`config.mk`:
```
export PLATFORM = sky130hd
export DESIGN_NAME = run_length_zigzag_block_decoder
export DESIGN_NICKNAME = d
export VERILOG_FILES = /design/src/hdl/rlzz_pkg.sv /design/src/hdl/rlzz_seq.sv /design/src/hdl/run_length_zigzag_block_decoder.sv
export SDC_FILE = /design/constraint.sdc
export NUM_CORES = 1
export LEC_CHECK = 0
export BUFFER_PORTS_ARGS = -buffer_cell sky130_fd_sc_hd__buf_2
export CORE_ASPECT_RATIO = 1.4
export CORE_UTILIZATION = 45
export CTS_BUF_LIST = sky130_fd_sc_hd__clkbuf_4 sky130_fd_sc_hd__clkbuf_8 sky130_fd_sc_hd__clkbuf_16
export CTS_CLUSTER_DIAMETER = 200
export CTS_CLUSTER_SIZE = 16
export DETAILED_ROUTE_END_ITERATION = 16
export PLACE_DENSITY = 0.68
export SLEW_MARGIN = 0
export SYNTH_ARGS = -nofsm -noshare
export SYNTH_HDL_FRONTEND = slang
export SYNTH_SLANG_ARGS = --single-unit
```
`constraint.sdc`:
```
create_clock -name clock -period 3.96 [get_ports clock]
set_clock_uncertainty 0.2 [all_clocks]
set_input_delay 0.594 -clock clock [delete_from_list [all_inputs] [get_ports clock]]
set_output_delay 0.594 -clock clock [all_outputs]
set_load 0.02 [all_outputs]
```
`src/hdl/rlzz_pkg.sv`:
```
// shared types, constants and microcode definitions for the run-length zigzag decoder
package rlzz_pkg;

   localparam int DEF_BLOCK_SIDE     = 8;
   localparam int DEF_COUNT_BITS     = 6;
   localparam int DEF_MAGNITUDE_BITS = 10;

   localparam int BYTE_W     = 8;
   localparam int BITS_W     = 4;
   localparam int POS_OUT_W  = 3;
   localparam int COEF_W     = 11;
   localparam int AVG_W      = 8;
   localparam int PAYLOAD_W  = 2 * POS_OUT_W + COEF_W + AVG_W;
   localparam int RSP_DATA_W = 32;

   typedef logic [1:0] step_type;

   localparam step_type STEP_FETCH = 2'd0;
   localparam step_type STEP_BIT   = 2'd1;
   localparam step_type STEP_EMIT  = 2'd2;
   localparam step_type STEP_FLUSH = 2'd3;

   typedef enum logic [1:0] {
      OP_FETCH,
      OP_BIT,
      OP_EMIT,
      OP_FLUSH
   } op_type;

   typedef enum logic [2:0] {
      COND_NONE,
      COND_PHASE_AVG,
      COND_REC_DONE,
      COND_LAST_BIT,
      COND_EMIT_MORE,
      COND_RUN_EXIT
   } cond_type;

   typedef struct packed {
      op_type   op;
      cond_type cond_a;
      step_type target_a;
      cond_type cond_b;
      step_type target_b;
      step_type next;
   } ucode_type;

   typedef struct packed {
      logic req_valid;
      logic slot_free;
      logic pend_valid;
      logic emit_more;
      logic phase_avg;
      logic rec_done;
      logic last_bit;
      logic run_exit;
   } flags_type;

   typedef struct packed {
      op_type op;
      logic   fire;
   } ctrl_type;

endpackage

```
`src/hdl/rlzz_seq.sv`:
```
// microcode sequencer: program table, step counter and conditional jumps
module rlzz_seq (
   input  logic                clock,
   input  logic                reset,
   input  rlzz_pkg::flags_type flags,
   output rlzz_pkg::ctrl_type  ctrl
);

   rlzz_pkg::step_type  step_ff;
   rlzz_pkg::step_type  step_in;
   rlzz_pkg::ucode_type word;
   logic                go;

   function automatic rlzz_pkg::ucode_type rom(input rlzz_pkg::step_type s);
      rlzz_pkg::ucode_type w;
      unique case (s)
         rlzz_pkg::STEP_FETCH: w = '{rlzz_pkg::OP_FETCH,
                                     rlzz_pkg::COND_PHASE_AVG, rlzz_pkg::STEP_FETCH,
                                     rlzz_pkg::COND_NONE, rlzz_pkg::STEP_FETCH,
                                     rlzz_pkg::STEP_BIT};
         rlzz_pkg::STEP_BIT:   w = '{rlzz_pkg::OP_BIT,
                                     rlzz_pkg::COND_REC_DONE, rlzz_pkg::STEP_EMIT,
                                     rlzz_pkg::COND_LAST_BIT, rlzz_pkg::STEP_FLUSH,
                                     rlzz_pkg::STEP_BIT};
         rlzz_pkg::STEP_EMIT:  w = '{rlzz_pkg::OP_EMIT,
                                     rlzz_pkg::COND_EMIT_MORE, rlzz_pkg::STEP_EMIT,
                                     rlzz_pkg::COND_RUN_EXIT, rlzz_pkg::STEP_FLUSH,
                                     rlzz_pkg::STEP_BIT};
         default:              w = '{rlzz_pkg::OP_FLUSH,
                                     rlzz_pkg::COND_NONE, rlzz_pkg::STEP_FETCH,
                                     rlzz_pkg::COND_NONE, rlzz_pkg::STEP_FETCH,
                                     rlzz_pkg::STEP_FETCH};
      endcase
      return w;
   endfunction

   function automatic logic test(input rlzz_pkg::cond_type c, input rlzz_pkg::flags_type f);
      logic r;
      unique case (c)
         rlzz_pkg::COND_PHASE_AVG: r = f.phase_avg;
         rlzz_pkg::COND_REC_DONE:  r = f.rec_done;
         rlzz_pkg::COND_LAST_BIT:  r = f.last_bit;
         rlzz_pkg::COND_EMIT_MORE: r = f.emit_more;
         rlzz_pkg::COND_RUN_EXIT:  r = f.run_exit;
         default:                  r = 1'b0;
      endcase
      return r;
   endfunction

   assign word = rom(step_ff);

   always_comb begin
      unique case (word.op)
         rlzz_pkg::OP_FETCH: go = flags.req_valid;
         rlzz_pkg::OP_BIT:   go = 1'b1;
         rlzz_pkg::OP_EMIT:  go = !flags.emit_more || flags.slot_free;
         default:            go = !flags.pend_valid || flags.slot_free;
      endcase
   end

   always_comb begin
      step_in = step_ff;
      if (go) begin
         if (test(word.cond_a, flags)) begin
            step_in = word.target_a;
         end else if (test(word.cond_b, flags)) begin
            step_in = word.target_b;
         end else begin
            step_in = word.next;
         end
      end
   end

   assign ctrl.op   = word.op;
   assign ctrl.fire = go;

   always_ff @(posedge clock) begin
      if (reset) begin
         step_ff <= rlzz_pkg::STEP_FETCH;
      end else begin
         step_ff <= step_in;
      end
   end

endmodule

```
`src/hdl/run_length_zigzag_block_decoder.sv`:
```
// run-length zigzag block decoder: bit parser datapath, result staging and output register
// average byte: a fetch step; other bytes: fetch, bit steps and flush, less at block end
// plus, per completed record, an emit step per emitted coefficient and a closing emit step
// the rate is set by the one-bit-per-step parse loop and the emit loop, which gives one result
// per cycle unless the output stalls; each result is staged, then registered at the output
// synchronous active-high reset clears the sequencer, parse state, pending and output valid
module run_length_zigzag_block_decoder #(
   parameter int BLOCK_SIDE     = rlzz_pkg::DEF_BLOCK_SIDE,
   parameter int COUNT_BITS     = rlzz_pkg::DEF_COUNT_BITS,
   parameter int MAGNITUDE_BITS = rlzz_pkg::DEF_MAGNITUDE_BITS
) (
   input  logic                            clock,
   input  logic                            reset,
   input  logic                            req_tvalid,
   output logic                            req_tready,
   input  logic [rlzz_pkg::BYTE_W-1:0]     req_tdata,  // stream_byte
   output logic                            rsp_tvalid,
   input  logic                            rsp_tready,
   output logic [rlzz_pkg::RSP_DATA_W-1:0] rsp_tdata,  // row, column, coefficient, block_average
   output logic                            rsp_tlast,  // last_in_block
   output logic                            rsp_tuser   // last_of_burst
);

   localparam int COUNT   = BLOCK_SIDE * BLOCK_SIDE;
   localparam int SCAN_W  = $clog2(COUNT + 1);
   localparam int POS_W   = $clog2(BLOCK_SIDE);
   localparam int RUN_W   = COUNT_BITS + 1;
   localparam int FIELD_W = (COUNT_BITS > MAGNITUDE_BITS) ? COUNT_BITS : MAGNITUDE_BITS;
   localparam int LEFT_W  = $clog2(FIELD_W + 1);
   localparam int NEG_W   = (MAGNITUDE_BITS > rlzz_pkg::COEF_W) ? MAGNITUDE_BITS
                                                                : rlzz_pkg::COEF_W;
   localparam logic [POS_W-1:0] POS_MAX = POS_W'(BLOCK_SIDE - 1);

   typedef enum logic [1:0] {
      PH_AVERAGE,
      PH_SIGN,
      PH_COUNT,
      PH_MAG
   } phase_type;

   rlzz_pkg::flags_type flags;
   rlzz_pkg::ctrl_type  ctrl;

   phase_type                         phase_ff, phase_in;
   logic [rlzz_pkg::BITS_W-1:0]       bits_ff, bits_in;
   logic [rlzz_pkg::BYTE_W-1:0]       shift_ff, shift_in;
   logic [LEFT_W-1:0]                 left_ff, left_in;
   logic [FIELD_W-1:0]                field_ff, field_in;
   logic                              sign_ff, sign_in;
   logic [RUN_W-1:0]                  run_len_ff, run_len_in;
   logic [RUN_W-1:0]                  run_left_ff, run_left_in;
   logic [rlzz_pkg::COEF_W-1:0]       coef_ff, coef_in;
   logic [SCAN_W-1:0]                 scan_ff, scan_in;
   logic [POS_W-1:0]                  row_ff, row_in;
   logic [POS_W-1:0]                  col_ff, col_in;
   logic [rlzz_pkg::AVG_W-1:0]        avg_ff, avg_in;
   logic                              pend_valid_ff, pend_valid_in;
   logic [rlzz_pkg::PAYLOAD_W-1:0]    pend_data_ff, pend_data_in;
   logic                              pend_last_ff, pend_last_in;
   logic                              rsp_valid_ff, rsp_valid_in;
   logic [rlzz_pkg::PAYLOAD_W-1:0]    rsp_data_ff, rsp_data_in;
   logic                              rsp_last_ff, rsp_last_in;
   logic                              rsp_user_ff, rsp_user_in;

   logic                              bit_in;
   logic [FIELD_W-1:0]                field_new;
   logic [NEG_W-1:0]                  mag_ext;
   logic [NEG_W-1:0]                  mag_neg;
   logic                              slot_free;
   logic                              emit_more;
   logic                              going_up;

   assign bit_in    = shift_ff[rlzz_pkg::BYTE_W-1];
   assign field_new = {field_ff[FIELD_W-2:0], bit_in};
   assign mag_ext   = NEG_W'(field_new[MAGNITUDE_BITS-1:0]);
   assign mag_neg   = '0 - mag_ext;
   assign slot_free = !rsp_valid_ff || rsp_tready;
   assign emit_more = (run_left_ff != '0) && (scan_ff < SCAN_W'(COUNT));
   assign going_up  = !(row_ff[0] ^ col_ff[0]);

   assign flags.req_valid  = req_tvalid;
   assign flags.slot_free  = slot_free;
   assign flags.pend_valid = pend_valid_ff;
   assign flags.emit_more  = emit_more;
   assign flags.phase_avg  = (phase_ff == PH_AVERAGE);
   assign flags.rec_done   = (phase_ff == PH_MAG) && (left_ff == LEFT_W'(1));
   assign flags.last_bit   = (bits_ff == rlzz_pkg::BITS_W'(1));
   assign flags.run_exit   = (bits_ff == '0) || (scan_ff >= SCAN_W'(COUNT));

   rlzz_seq u_seq (
      .clock (clock),
      .reset (reset),
      .flags (flags),
      .ctrl  (ctrl)
   );

   always_comb begin
      phase_in      = phase_ff;
      bits_in       = bits_ff;
      shift_in      = shift_ff;
      left_in       = left_ff;
      field_in      = field_ff;
      sign_in       = sign_ff;
      run_len_in    = run_len_ff;
      run_left_in   = run_left_ff;
      coef_in       = coef_ff;
      scan_in       = scan_ff;
      row_in        = row_ff;
      col_in        = col_ff;
      avg_in        = avg_ff;
      pend_valid_in = pend_valid_ff;
      pend_data_in  = pend_data_ff;
      pend_last_in  = pend_last_ff;
      rsp_valid_in  = rsp_tready ? 1'b0 : rsp_valid_ff;
      rsp_data_in   = rsp_data_ff;
      rsp_last_in   = rsp_last_ff;
      rsp_user_in   = rsp_user_ff;

      if (ctrl.fire) begin
         unique case (ctrl.op)
            rlzz_pkg::OP_FETCH: begin
               if (phase_ff == PH_AVERAGE) begin
                  avg_in   = req_tdata;
                  scan_in  = '0;
                  row_in   = '0;
                  col_in   = '0;
                  phase_in = PH_SIGN;
               end else begin
                  shift_in = req_tdata;
                  bits_in  = rlzz_pkg::BITS_W'(rlzz_pkg::BYTE_W);
               end
            end
            rlzz_pkg::OP_BIT: begin
               shift_in = {shift_ff[rlzz_pkg::BYTE_W-2:0], 1'b0};
               bits_in  = bits_ff - rlzz_pkg::BITS_W'(1);
               unique case (phase_ff)
                  PH_SIGN: begin
                     sign_in  = bit_in;
                     left_in  = LEFT_W'(COUNT_BITS);
                     field_in = '0;
                     phase_in = PH_COUNT;
                  end
                  PH_COUNT: begin
                     field_in = field_new;
                     left_in  = left_ff - LEFT_W'(1);
                     if (left_ff == LEFT_W'(1)) begin
                        run_len_in = RUN_W'(field_new[COUNT_BITS-1:0]) + RUN_W'(1);
                        left_in    = LEFT_W'(MAGNITUDE_BITS);
                        field_in   = '0;
                        phase_in   = PH_MAG;
                     end
                  end
                  PH_MAG: begin
                     field_in = field_new;
                     left_in  = left_ff - LEFT_W'(1);
                     if (left_ff == LEFT_W'(1)) begin
                        coef_in     = sign_ff ? mag_neg[rlzz_pkg::COEF_W-1:0]
                                              : mag_ext[rlzz_pkg::COEF_W-1:0];
                        run_left_in = run_len_ff;
                        field_in    = '0;
                     end
                  end
                  default: begin
                     phase_in = phase_ff;
                  end
               endcase
            end
            rlzz_pkg::OP_EMIT: begin
               if (emit_more) begin
                  if (pend_valid_ff) begin
                     rsp_valid_in = 1'b1;
                     rsp_data_in  = pend_data_ff;
                     rsp_last_in  = pend_last_ff;
                     rsp_user_in  = 1'b0;
                  end
                  pend_valid_in = 1'b1;
                  pend_data_in  = {avg_ff, coef_ff,
                                   rlzz_pkg::POS_OUT_W'(col_ff),
                                   rlzz_pkg::POS_OUT_W'(row_ff)};
                  pend_last_in  = (scan_ff == SCAN_W'(COUNT - 1));
                  run_left_in   = run_left_ff - RUN_W'(1);
                  scan_in       = scan_ff + SCAN_W'(1);
                  if (going_up) begin
                     if (col_ff == POS_MAX) begin
                        row_in = row_ff + POS_W'(1);
                     end else if (row_ff == '0) begin
                        col_in = col_ff + POS_W'(1);
                     end else begin
                        row_in = row_ff - POS_W'(1);
                        col_in = col_ff + POS_W'(1);
                     end
                  end else begin
                     if (row_ff == POS_MAX) begin
                        col_in = col_ff + POS_W'(1);
                     end else if (col_ff == '0) begin
                        row_in = row_ff + POS_W'(1);
                     end else begin
                        row_in = row_ff + POS_W'(1);
                        col_in = col_ff - POS_W'(1);
                     end
                  end
               end else if (scan_ff >= SCAN_W'(COUNT)) begin
                  scan_in  = '0;
                  phase_in = PH_AVERAGE;
               end else begin
                  phase_in = PH_SIGN;
               end
            end
            default: begin
               if (pend_valid_ff) begin
                  rsp_valid_in  = 1'b1;
                  rsp_data_in   = pend_data_ff;
                  rsp_last_in   = pend_last_ff;
                  rsp_user_in   = 1'b1;
                  pend_valid_in = 1'b0;
               end
            end
         endcase
      end
   end

   always_ff @(posedge clock) begin
      if (reset) begin
         phase_ff      <= PH_AVERAGE;
         bits_ff       <= '0;
         left_ff       <= '0;
         run_len_ff    <= '0;
         run_left_ff   <= '0;
         scan_ff       <= '0;
         row_ff        <= '0;
         col_ff        <= '0;
         pend_valid_ff <= 1'b0;
         rsp_valid_ff  <= 1'b0;
      end else begin
         phase_ff      <= phase_in;
         bits_ff       <= bits_in;
         left_ff       <= left_in;
         run_len_ff    <= run_len_in;
         run_left_ff   <= run_left_in;
         scan_ff       <= scan_in;
         row_ff        <= row_in;
         col_ff        <= col_in;
         pend_valid_ff <= pend_valid_in;
         rsp_valid_ff  <= rsp_valid_in;
      end
   end

   always_ff @(posedge clock) begin
      shift_ff     <= shift_in;
      field_ff     <= field_in;
      sign_ff      <= sign_in;
      coef_ff      <= coef_in;
      avg_ff       <= avg_in;
      pend_data_ff <= pend_data_in;
      pend_last_ff <= pend_last_in;
      rsp_data_ff  <= rsp_data_in;
      rsp_last_ff  <= rsp_last_in;
      rsp_user_ff  <= rsp_user_in;
   end

   assign req_tready = (ctrl.op == rlzz_pkg::OP_FETCH);
   assign rsp_tvalid = rsp_valid_ff;
   assign rsp_tdata  = rlzz_pkg::RSP_DATA_W'(rsp_data_ff);
   assign rsp_tlast  = rsp_last_ff;
   assign rsp_tuser  = rsp_user_ff;

endmodule

```
Word level (Yosys, flattened, before mapping)
Cells that the tools add are included.

Flip-flop bits (word level): 131. Logic and storage cells: 172.

Add/sub/neg operators: 10. $lt $le $gt $ge: 2. Eq/ne operators: 35. Muxes and demuxes: 62. Bitwise logic cells: 2. Reduce and logical (&&, ||, !) cells: 39.

Operators by type and width (number): $mux W25 (2); $pmux W25 S2 (1); $mux W7 (6); $pmux W14 S3 (1); $mux W3 (11); $pmux W7 S2 (2); $reduce_and A3 Y1 (7); $eq A3 B3 Y1 const B (6); $pmux W9 S2 (1); $reduce_and A6 Y1 (3); $pmux W8 S2 (1); $reduce_and A4 Y1 (4); $ne A3 B3 Y1 const B (5); $mux W1 (14); $eq A3 B2 Y1 const B (4); $pmux W3 S2 (2); $pmux W4 S3 (1); $sub A1 B10 Y11 const A (1); $mux W10 (1); $mux W2 (5); $ne A2 B2 Y1 const B (5); $pmux W1 S5 (2); $mux W9 (1); $eq A2 B2 Y1 const B (4); 34 further kinds (60).

Depth between registers and ports, before layout
Gate-level depths: netlist of run 1.

Depth in word-level cells: 10. Depth in mapped cells: 9. Depth with buffers taken out: 8.

Hierarchy
From an unflattened synthesis of run 1, not the netlist that was laid out.

Cells, all modules: 493. Area, all modules: 5861.9 µm².

Modules (own cells, without submodules): run_length_zigzag_block_decoder (times used 1, cells an instance 458, area an instance 5557.8 µm²); rlzz_seq (times used 1, cells an instance 35, area an instance 304.0 µm²).

Worst setup path after synthesis of run 1
No wires, ideal clock.

Path type: reg2reg. Start point: register u_seq.step_ff[0]. End point: register pend_data_ff[0] (netlist bit) (enable). Setup time: 0.410 ns. Arrival: 2.541 ns. Slack: 0.809 ns. Stages on the path, launching flop included: 7. Path buffers: 0. Period minus slack after synthesis: 3.151 ns. Path through: dfxtp_1 inv_1 ha_1 nor2_1 o211ai_2 o21ai_1 nor2_1.

Cells in the longest elaborated chain, start to end: 5.

RTL lines: start: declaration (line rlzz_seq.sv:9) `rlzz_pkg::step_type step_ff;`; start signal: assignment (line rlzz_seq.sv:79) `step_ff <= rlzz_pkg::STEP_FETCH;`; start signal: assignment (line rlzz_seq.sv:81) `step_ff <= step_in;`; $eq A2 B2 Y1 (tied with other cells) (line rlzz_seq.sv:16) `unique case (s)`; $pmux W14 S3 * (line rlzz_seq.sv:16); $logic_not A2 Y1 *; net req_tready (line run_length_zigzag_block_decoder.sv:15) `output logic req_tready,`; $pmux W1 S3 * (line rlzz_seq.sv:53) `unique case (word.op)`; $reduce_and A3 Y1 (no source line) *; end signal: assignment (line run_length_zigzag_block_decoder.sv:254) `pend_data_ff <= pend_data_in;`; end: declaration (line run_length_zigzag_block_decoder.sv:58) `logic [rlzz_pkg::PAYLOAD_W-1:0] pend_data_ff, pend_data_in;`.

The timed path passes the listed nets; every way through them passes the cells marked *. A chain may end at the register's enable or synchronous reset.

Worst setup path in the final report of run 1
Start point: register u_seq.step_ff[0]. End point: register avg_ff[7] (netlist bit) (enable).

Cells in the longest elaborated chain, start to end: 5.

RTL lines: $eq A2 B2 Y1 (tied with other cells) (line rlzz_seq.sv:16); $pmux W14 S3 * (line rlzz_seq.sv:16); $eq A2 B2 Y1 (tied with other cells) (line rlzz_seq.sv:53); $pmux W1 S3 (line rlzz_seq.sv:53); $reduce_and A3 Y1 (no source line) *; end signal: assignment (line run_length_zigzag_block_decoder.sv:253) `avg_ff <= avg_in;`; end: declaration (line run_length_zigzag_block_decoder.sv:56) `logic [rlzz_pkg::AVG_W-1:0] avg_ff, avg_in;`.

Mark *: on every way between the ends. The rest lies on a longest branch, timed or not.

==> results of run 1 <==
## metal layers
layer	up-vias	global-route usage
li1	1919	-
met1	1873	0.179
met2	92	0.303
met3	28	0.0384
met4	0	0.0960
met5	-	0
## synthesized netlist by cell type, types with 6 or more instances
master and count:
sky130_fd_sc_hd__a21oi_1 28, sky130_fd_sc_hd__edfxtp_1 90, sky130_fd_sc_hd__clkbuf_1 15, sky130_fd_sc_hd__a31oi_1 6, sky130_fd_sc_hd__a211oi_1 8, sky130_fd_sc_hd__buf_4 7
sky130_fd_sc_hd__nor2b_1 7, sky130_fd_sc_hd__o21ai_0 22, sky130_fd_sc_hd__or3_1 12, sky130_fd_sc_hd__inv_1 28, sky130_fd_sc_hd__xnor2_1 12, sky130_fd_sc_hd__nand2b_1 10
sky130_fd_sc_hd__ha_1 30, sky130_fd_sc_hd__mux2i_1 10, sky130_fd_sc_hd__nor3_1 6, sky130_fd_sc_hd__and2_1 9, sky130_fd_sc_hd__nand2_1 28, sky130_fd_sc_hd__nor3b_1 6
sky130_fd_sc_hd__nor2_1 41, sky130_fd_sc_hd__nand3_1 9, sky130_fd_sc_hd__dfxtp_1 41, sky130_fd_sc_hd__mux2_2 8
## worst max-delay path: stages, from the launching register on
cell,delay (ns)
sky130_fd_sc_hd__dfxtp_1,0.41
sky130_fd_sc_hd__inv_1,0.14
sky130_fd_sc_hd__ha_1,0.24
sky130_fd_sc_hd__buf_4,0.23
sky130_fd_sc_hd__o211ai_2,0.36
sky130_fd_sc_hd__o21ai_1,0.30
sky130_fd_sc_hd__nor2_1,0.58
## layout make-up
type                            instances  area [um2]  share of cell area
Multi-Input combinational cell        321        2250               0.324
Inverter                               28         105              0.0152
Sequential cell                       131        3520               0.508
Timing Repair Buffer                   48         260              0.0375
Clock buffer                           17         425              0.0613
Clock inverter                         15         149              0.0215
Tap cell                              178         223              0.0321
## flip-flops by register name (all words and copies together), names as in the netlist, 2 cells and up
name,cells
field_ff,9
bits_ff,4
row_ff,3
rsp_data_ff,25
run_left_ff,7
u_seq.step_ff,2
scan_ff,7
run_len_ff,7
phase_ff,2
col_ff,3
shift_ff,8
left_ff,4
avg_ff,8
pend_data_ff,25
coef_ff,11
## cell families (layout without fill, tap and decap cells)
family	count (synthesis)	in the layout
and+or+nand+nor	147	147
DFF	131	131
AOI/OAI and AO/OA	103	103
buffers and inverters	53	108
adders and majority gates	30	30
muxes	18	18
xor gates and xnor gates	16	16
other	1	7
## worst min-delay path by stage
stage,start,to,slack (ns),depth (start not counted)
final,req_tdata[0],avg_ff[0],0.17,1
after floorplan,coef_ff[4],pend_data_ff[10],0.20,0
after global placement,pend_data_ff[2],rsp_data_ff[2],0.20,0
after global routing,req_tdata[6],avg_ff[6],0.15,1
after CTS,req_tdata[6],avg_ff[6],0.15,1
after detailed placement,pend_data_ff[21],rsp_data_ff[21],0.20,0
## power breakdown
part	total [mW]	internal (mW)	switching, mW
registers	1.73	1.64	0.0911
logic	0.975	0.361	0.614
clock network	1.51	0.882	0.625
total	4.22	2.89	1.33
## per-stage QoR
step | cells | area [um2] | hold WS, ns | power [mW]
final | 738 | 6930 | 0.166 | 4.22
after global routing | 738 | 6930 | 0.152 | 4.43
after CTS | 738 | 6930 | 0.153 | 4.25
after detailed placement | 706 | 6360 | 0.205 | 2.74
after global placement | 706 | 6360 | 0.201 | 2.68
after floorplan | 505 | 6000 | 0.200 | 2.49
==> metrics.md, run 1 <==
| Metric | Value |
|---|---|
| Result of the run | finished clean |
| Worst skew pair latency | 0.42 ns |
| Pin count of the biggest net entering global routing | 50 |
| Actual transition at the worst max-transition pin | 0.894 ns |
| Sort of element at the start of the critical path | flip-flop |
| Max clock buf depth | 2 |
| Setup repair after global routing missed its margin | no |
| Fin worst setup slack | 1.13 ns |
| Mux cell area share after synthesis | 0.0318 |
| Power per cell area | 608 mW/mm2 |
| Met1 wire length | 4370 um |
| Largest cells by area after synthesis | sky130_fd_sc_hd__edfxtp_1, sky130_fd_sc_hd__dfxtp_1, sky130_fd_sc_hd__ha_1 |
| Number of H-tree levels | 4 |
| Total gr overflow | 0 |
| Total clock buffers created by CTS | 17 |
| Crit path capture type | flip-flop |
| Initial cell density of the core | 0.462 |
| Number of global-route vias before repair | 3876 |
| Synth Instances | 499 |
| Type of the worst min-delay path | primary input to flip-flop |
| Number of enable flip-flop cells after synthesis | 90 |
| Critical path destination | avg_ff[7] |
| Die outline height | 138 um |
| Reg2reg start | u_seq.step_ff[0] |
| Fin. max-slew vios | 0 |
| Post-synthesis xor/xnor area fraction | 0.0234 |
| Depth of the worst register-to-register path | 6 |
| Area of the core | 0.0129 mm2 |
| Fraction of the mapped netlist area in compound gates | 0.118 |
| Distinct cell type count of the synthesized netlist | 59 |
| CTS tree | built |
| Filler cell count | 1122 |
| Number of storage elements in the synthesis netlist | 131 |
| DR WL/cell | 14.7 um |
| Reg2Reg Capture Point | avg_ff[7] |
| Final-stage net count | 589 |
| Number of vias after detailed routing | 3912 |
| Number of vias per cell after detailed routing | 5.30 |
| Worst path arrival time | 2.69 ns |
| Site Rows | 49 |
| Largest area contributor in the synthesized netlist | sky130_fd_sc_hd__edfxtp_1 |
| Tot GR Track Use | 0.169 |
| Crit path time final | 2.83 ns |
| Post-CTS Setup Inserts | 0 |
| Half-perimeter wire length of the detailed placement result | 7560 um |
| Gpl congestion | 0.849 |
| Share of final-layout standard cells stronger than drive strength 1 | 0.177 |
| DRC violations left | 0 |
| Final core occ | 0.536 |
| 1st-iter DRT viols | 173 |
| Clock-pin slew reported for the worst setup and hold paths after clock tree synthesis | 0.06 ns |
| Post-Synthesis Cell Area | 0.00598 mm2 |
| Root Driver | sky130_fd_sc_hd__clkbuf_16 |
| Post-placement worst setup slack | 1.16 ns |
| N_diodes | 0 |
| Final-report hold violation count | 0 |
| Adder-cell share of the synthesized area | 0.0627 |
| Main combinational cell family by area after synthesis | simple AND/OR/NAND/NOR gates |
| Worst supply voltage drop on vdd | 0.000317 V |
| Number of I/O pins | 48 |
| Top sig layer | met4 |
| CTS hold repair buffers | 0 |
| Number of antenna violations at the first check in global routing | 0 |
| Die extent in x | 99.4 um |
| Relative slew slack | 0.404 |
| Async SR Flop Fraction | 0 |
| Most common cell after layout, fill and taps aside | sky130_fd_sc_hd__edfxtp_1 |
| Buffers on Ports | 40 |
| Final-report setup violation count | 0 |
| Number of iterations in the first detailed-routing pass | 6 |
| PostCTS Resize Cnt | 0 |
| Metal2 WL | 5790 um |
| Maximum clock frequency | 353 MHz |
| Most frequent cells in the layout | sky130_fd_sc_hd__edfxtp_1, sky130_fd_sc_hd__dfxtp_1, sky130_fd_sc_hd__nor2_1, sky130_fd_sc_hd__buf_2, sky130_fd_sc_hd__ha_1 |
| Crit path required time | 3.81 ns |
| Wire length of the first global-routing pass | 18100 um |
| Mean area per synthesized cell | 12.0 um2 |
| Share of Yosys cell area claimed by the top area cell type | 0.452 |
| Share of the yosys chip area belonging to registers | 0.589 |
| First element of the critical path | u_seq.step_ff[0] |
| Critical path class | flip-flop to flip-flop |
| Top fanout value on the critical path | 26 |
| Most used DFF post-synth | sky130_fd_sc_hd__edfxtp_1 |
| Max-Cap Viols | 0 |
| Routed length on met3 | 357 um |
| Total routed wirelength | 10800 um |
| Worst setup slack for register-to-register paths | 1.13 ns |
| Number of warning messages in the yosys log | 0 |
| Static leakage | 2.52 nW |
| Area of the die | 0.0138 mm2 |
| Post-synthesis share of cell area spent on and, or, nand and nor gates | 0.135 |
| Sum of negative setup slack | 0 ns |
| Area added between synthesis and finish | 15.9% |
| Number of clock sinks | 131 |
| Residual antenna-violating net count after detailed routing | 0 |
| Final Cycle Share | 0.716 |
Power figures use the tool's default switching activity.
==> run 2: changes to the inputs <==
clock period = 2.9 ns   (was 3.96 ns; I/O delays follow)
==> metrics.md, run 2 (synthesis gave the netlist of run 1 again) <==
| Metric | Value |
|---|---|
| Sort of element at the start of the critical path | flip-flop (unchanged) |
| Static leakage | 2.59 nW (was 2.52 nW) |
| Final-report hold violation count | 0 (unchanged) |
| Post-placement worst setup slack | 0.194 ns (was 1.16 ns) |
| Cell family with the largest share of critical-path delay | compound AO/OA/AOI/OAI gates (unchanged) |
| Area added between synthesis and finish | 18.3% (was 15.9%) |
| Crit path capture type | flip-flop (unchanged) |
| Clock-pin slew reported for the worst setup and hold paths after clock tree synthesis | 0.07 ns (was 0.06 ns) |
| CTS tree | built (unchanged) |
| Buffers on Ports | 40 (unchanged) |
| Fin worst setup slack | 0.177 ns (was 1.13 ns) |
| Share of final-layout standard cells stronger than drive strength 1 | 0.179 (was 0.177) |
| Maximum clock frequency | 367 MHz (was 353 MHz) |
| Most frequent cells in the layout | sky130_fd_sc_hd__edfxtp_1, sky130_fd_sc_hd__dfxtp_1, sky130_fd_sc_hd__nor2_1, sky130_fd_sc_hd__buf_2, sky130_fd_sc_hd__ha_1 (unchanged) |
| Top fanout value on the critical path | 18 (was 26) |
| Max-Cap Viols | 0 (unchanged) |
| Largest stage delay on the critical path | 0.49 ns (was 0.58 ns) |
| Number of iterations in the first detailed-routing pass | 5 (was 6) |
| Crit path required time | 3.04 ns (was 3.81 ns) |
| Root Driver | sky130_fd_sc_hd__clkbuf_16 (unchanged) |
| Total clock buffers created by CTS | 17 (unchanged) |
| Number of vias per cell after detailed routing | 5.31 (was 5.30) |
| DR WL/cell | 14.6 um (was 14.7 um) |
| Number of I/O pins | 48 (unchanged) |
| Number of H-tree levels | 4 (unchanged) |
| DRC violations left | 0 (unchanged) |
| Site Rows | 49 (unchanged) |
| Initial cell density of the core | 0.462 (unchanged) |
| Residual antenna-violating net count after detailed routing | 0 (unchanged) |
| Power per cell area | 832 mW/mm2 (was 608 mW/mm2) |
| Final core occ | 0.547 (was 0.536) |
| Pin count of the biggest net entering global routing | 40 (was 50) |
| Critical-path cell with the highest stage delay | sky130_fd_sc_hd__or4_1 (was sky130_fd_sc_hd__nor2_1) |
| Number of clock sinks | 131 (unchanged) |
| Crit path time final | 2.72 ns (was 2.83 ns) |
| Number of global-route vias before repair | 3941 (was 3876) |
| Sum of negative setup slack | 0 ns (unchanged) |
| Area of the die | 0.0138 mm2 (unchanged) |
| Worst skew pair latency | 0.42 ns (about the same) |
| Worst path arrival time | 2.87 ns (was 2.69 ns) |
| Total routed wirelength | 10900 um (was 10800 um) |
| Final Cycle Share | 0.939 (was 0.716) |
| Setup repair after global routing missed its margin | no (unchanged) |
| Relative slew slack | 0.508 (was 0.404) |
| Fin. max-slew vios | 0 (unchanged) |
| Area of the core | 0.0129 mm2 (unchanged) |
| Number of antenna violations at the first check in global routing | 0 (unchanged) |
| Total gr overflow | 0 (unchanged) |
| Tot GR Track Use | 0.172 (was 0.169) |
| Gpl congestion | 0.856 (was 0.849) |
| Post-CTS Setup Inserts | 0 (unchanged) |
| Filler cell count | 1079 (was 1122) |
| Die outline height | 138 um (unchanged) |
| Number of vias after detailed routing | 3966 (was 3912) |
| Critical path class | flip-flop to flip-flop (unchanged) |
| Actual transition at the worst max-transition pin | 0.738 ns (was 0.894 ns) |
| Result of the run | finished clean (unchanged) |
| Most common cell after layout, fill and taps aside | sky130_fd_sc_hd__edfxtp_1 (unchanged) |
| Worst supply voltage drop on vdd | 0.000447 V (was 0.000317 V) |
| Buffers & Inverters on Critical Path | 2 (unchanged) |
| Cells along the critical path | inv_1, ha_1, buf_4, nand2b_1, a21oi_2, o211ai_4, or4_1, a21oi_1 (was inv_1, ha_1, buf_4, o211ai_2, o21ai_1, nor2_1) |
| Max clock buf depth | 2 (unchanged) |
| Half-perimeter wire length of the detailed placement result | 7410 um (was 7560 um) |
| Die extent in x | 99.4 um (unchanged) |
| Wire length of the first global-routing pass | 18600 um (was 18100 um) |
| Registers with the most flip-flops | pend_data_ff x25, rsp_data_ff x25, coef_ff x11 (unchanged) |
| Final-report setup violation count | 0 (unchanged) |
| N_diodes | 0 (unchanged) |
| Final-stage net count | 598 (was 589) |
| Type of the worst min-delay path | primary input to flip-flop (unchanged) |
| 1st-iter DRT viols | 205 (was 173) |
run 2: cell types whose count changed in the layout (fill, tap and decap cells not counted), sizes merged:
cell / before / now
buf: 48 / 50
dlygate4sd3: 0 / 7
clkinv: 5 / 4
clkinvlp: 2 / 1
inv: 35 / 37
run 2: timing repair:
action	in CTS	in global routing
hold endpoints to repair	6	1
gates resized for setup	0	0
hold buffers	6	1
run 2: worst paths after layout:
path | from | to | slack [ns] | depth (start not counted)
worst max register to register | u_seq.step_ff[0] | scan_ff[4] | 0.18 | 8
worst min register to register | pend_data_ff[18] | rsp_data_ff[18] | 0.21 | 0
worst max-delay path | u_seq.step_ff[0] | scan_ff[4] | 0.18 | 8
worst min-delay path | req_tdata[4] | avg_ff[4] | 0.02 | 1
run 2: metal layers:
layer  global-route usage  wire length, um  up-vias
met5                    0                0        -
met4               0.0851              295        0
met3               0.0485              422       23
met2                0.299             5720      104
met1                0.192             4470     1917
li1                     -                -     1922
run 2: area by class of cell:
type                       instances  area [um2]  area share
sequential                       131        3520       0.498
multi-input combinational        321        2250       0.318
clock buffer                      17         425      0.0601
timing repair buffer              57         370      0.0523
tap                              178         223      0.0315
clock inverter                    15         184      0.0260
inverter                          28         105      0.0148
run 2: through the flow:
stage	std cells	power (mW)	area, um2	hold WS, ns
finish	747	5.89	7080	0.0190
global route	747	6.19	7080	0.00146
CTS	746	5.94	7070	0.00316
detailed placement	708	3.75	6400	0.205
global placement	708	3.69	6400	0.200
floorplan	505	3.40	6010	0.200
run 2: report_power, final:
part | switching, mW | internal [mW]
clock network | 0.921 | 1.24
registers | 0.124 | 2.24
logic | 0.840 | 0.523
==> run 3: changes to the inputs <==
PLACE_DENSITY = 0.69   (was 0.68)
==> metrics.md, run 3 (synthesis gave the netlist of run 1 again) <==
| Metric | Value |
|---|---|
| Result of the run | finished clean (unchanged) |
| Total chip power | 5.76 mW (was 5.89 mW) |
| Crit path capture type | flip-flop (unchanged) |
| Half-perimeter wire length of the detailed placement result | 7440 um (was 7410 um) |
| Area added between synthesis and finish | 17.4% (was 18.3%) |
| Fin. max-slew vios | 0 (unchanged) |
| Number of iterations in the first detailed-routing pass | 6 (was 5) |
| Max clock buf depth | 2 (unchanged) |
| Number of global-route vias before repair | 3898 (was 3941) |
| Max-Cap Viols | 0 (unchanged) |
| Actual transition at the worst max-transition pin | 0.621 ns (was 0.738 ns) |
| Tot GR Track Use | 0.170 (was 0.172) |
| Crit path required time | 3.04 ns (about the same) |
| DRC violations left | 0 (unchanged) |
| Pin count of the biggest net entering global routing | 33 (was 40) |
| Final Cycle Share | 0.903 (was 0.939) |
| Area of the die | 0.0138 mm2 (unchanged) |
| Final-report setup violation count | 0 (unchanged) |
| Worst path arrival time | 2.76 ns (was 2.87 ns) |
| Number of I/O pins | 48 (unchanged) |
| Buffers on Ports | 40 (unchanged) |
| DR WL/cell | 14.4 um (was 14.6 um) |
| Post-CTS Setup Inserts | 0 (unchanged) |
| Total gr overflow | 0 (unchanged) |
| Die extent in x | 99.4 um (unchanged) |
| Worst setup slack for register-to-register paths | 0.28 ns (was 0.18 ns) |
| Clock-pin slew reported for the worst setup and hold paths after clock tree synthesis | 0.06 ns (was 0.07 ns) |
| Static leakage | 2.56 nW (was 2.59 nW) |
| Crit path time final | 2.62 ns (was 2.72 ns) |
| Root Driver | sky130_fd_sc_hd__clkbuf_16 (unchanged) |
| Sort of element at the start of the critical path | flip-flop (unchanged) |
| Die outline height | 138 um (unchanged) |
| N_diodes | 0 (unchanged) |
| Number of clock sinks | 131 (unchanged) |
| Total routed wirelength | 10800 um (was 10900 um) |
| Most frequent cells in the layout | sky130_fd_sc_hd__edfxtp_1, sky130_fd_sc_hd__dfxtp_1, sky130_fd_sc_hd__nor2_1, sky130_fd_sc_hd__buf_2, sky130_fd_sc_hd__ha_1 (unchanged) |
| Post-placement worst setup slack | 0.205 ns (was 0.194 ns) |
| 1st-iter DRT viols | 232 (was 205) |
| Maximum clock frequency | 382 MHz (was 367 MHz) |
| Relative slew slack | 0.585 (was 0.508) |
| Top fanout value on the critical path | 18 (unchanged) |
| Critical path class | flip-flop to flip-flop (unchanged) |
| Setup repair after global routing missed its margin | no (unchanged) |
| Depth of the worst register-to-register path | 8 (unchanged) |
| Final-report hold violation count | 0 (unchanged) |
| Sum of negative setup slack | 0 ns (unchanged) |
| Registers with the most flip-flops | pend_data_ff x25, rsp_data_ff x25, coef_ff x11 (unchanged) |
| Number of antenna violations at the first check in global routing | 0 (unchanged) |
| WHS | 0.0104 ns (was 0.0190 ns) |
| Final-stage net count | 598 (unchanged) |
| Worst supply voltage drop on vdd | 0.000510 V (was 0.000447 V) |
| Site Rows | 49 (unchanged) |
| Number of vias per cell after detailed routing | 5.31 (about the same) |
| Number of vias after detailed routing | 3967 (was 3966) |
| Fin worst setup slack | 0.281 ns (was 0.177 ns) |
| Share of final-layout standard cells stronger than drive strength 1 | 0.185 (was 0.179) |
| Number of H-tree levels | 4 (unchanged) |
| Initial cell density of the core | 0.462 (unchanged) |
| Area of the core | 0.0129 mm2 (unchanged) |
| Total clock buffers created by CTS | 17 (unchanged) |
| Worst skew pair latency | 0.41 ns (was 0.42 ns) |
| Gpl congestion | 0.927 (was 0.856) |
| CTS tree | built (unchanged) |
| Power per cell area | 820 mW/mm2 (was 832 mW/mm2) |
| Type of the worst min-delay path | primary input to flip-flop (unchanged) |
| Number of cells on the worst hold path | 1 (unchanged) |
| Wire length of the first global-routing pass | 18300 um (was 18600 um) |
| Most common cell after layout, fill and taps aside | sky130_fd_sc_hd__edfxtp_1 (unchanged) |
| Residual antenna-violating net count after detailed routing | 0 (unchanged) |
-- run 3: cell types whose count changed in the layout (fill, tap and decap cells not counted), sizes merged --
cell	change
buf	+2
clkbuf	+2
clkinvlp	+1
inv	-5
clkinv	+2
dlygate4sd3	-2
-- run 3: final cells by class --
cell class                 instances  area, um2
fill                            1070       5910
sequential                       131       3520
multi-input combinational        321       2250
clock buffer                      19        440
timing repair buffer              57        353
tap                              178        223
clock inverter                    13        128
inverter                          28        105
-- run 3: worst paths after layout --
check	from	endpoint
setup / recovery	u_seq.step_ff[0]	scan_ff[4]
hold / removal	req_tdata[7]	avg_ff[7]
setup reg to reg	u_seq.step_ff[0]	scan_ff[4]
hold reg to reg	pend_data_ff[13]	rsp_data_ff[13]
-- run 3: timing repair --
action | in CTS | in global routing
endpoints found under the hold margin | 3 | 2
gates resized for setup | 0 | 1
endpoints found under the setup margin | 0 | 2
hold buffers | 3 | 2
-- run 3: critical path, stage by stage, from the launching register on --
cell                       delay, ns
sky130_fd_sc_hd__dfxtp_1        0.35
sky130_fd_sc_hd__inv_1          0.17
sky130_fd_sc_hd__ha_2           0.34
sky130_fd_sc_hd__buf_4          0.25
sky130_fd_sc_hd__nand2b_1       0.09
sky130_fd_sc_hd__a21oi_2        0.34
sky130_fd_sc_hd__o211ai_4       0.15
sky130_fd_sc_hd__or4_1          0.49
sky130_fd_sc_hd__a21oi_1        0.15
-- run 3: power by group --
| part | internal [mW] | switching (mW) | total, mW |
|---|---|---|---|
| clock network | 1.21 | 0.819 | 2.03 |
| registers | 2.24 | 0.121 | 2.36 |
| logic | 0.524 | 0.841 | 1.37 |
-- run 3: per-stage QoR --
step | std cells | area [um2] | util
floorplan | 505 | 6010 | -
global route | 747 | 7020 | 0.543
global placement | 710 | 6400 | 0.495
CTS | 745 | 7000 | 0.541
finish | 747 | 7020 | 0.543
detailed placement | 710 | 6400 | 0.495
-- run 3: routing by layer --
metal / vias to the layer above / GRT usage / wire (um)
met3: 31 / 0.0379 / 467
met5: - / 0 / 0
li1: 1937 / - / -
met4: 0 / 0.101 / 342
met2: 122 / 0.292 / 5630
met1: 1877 / 0.191 / 4340
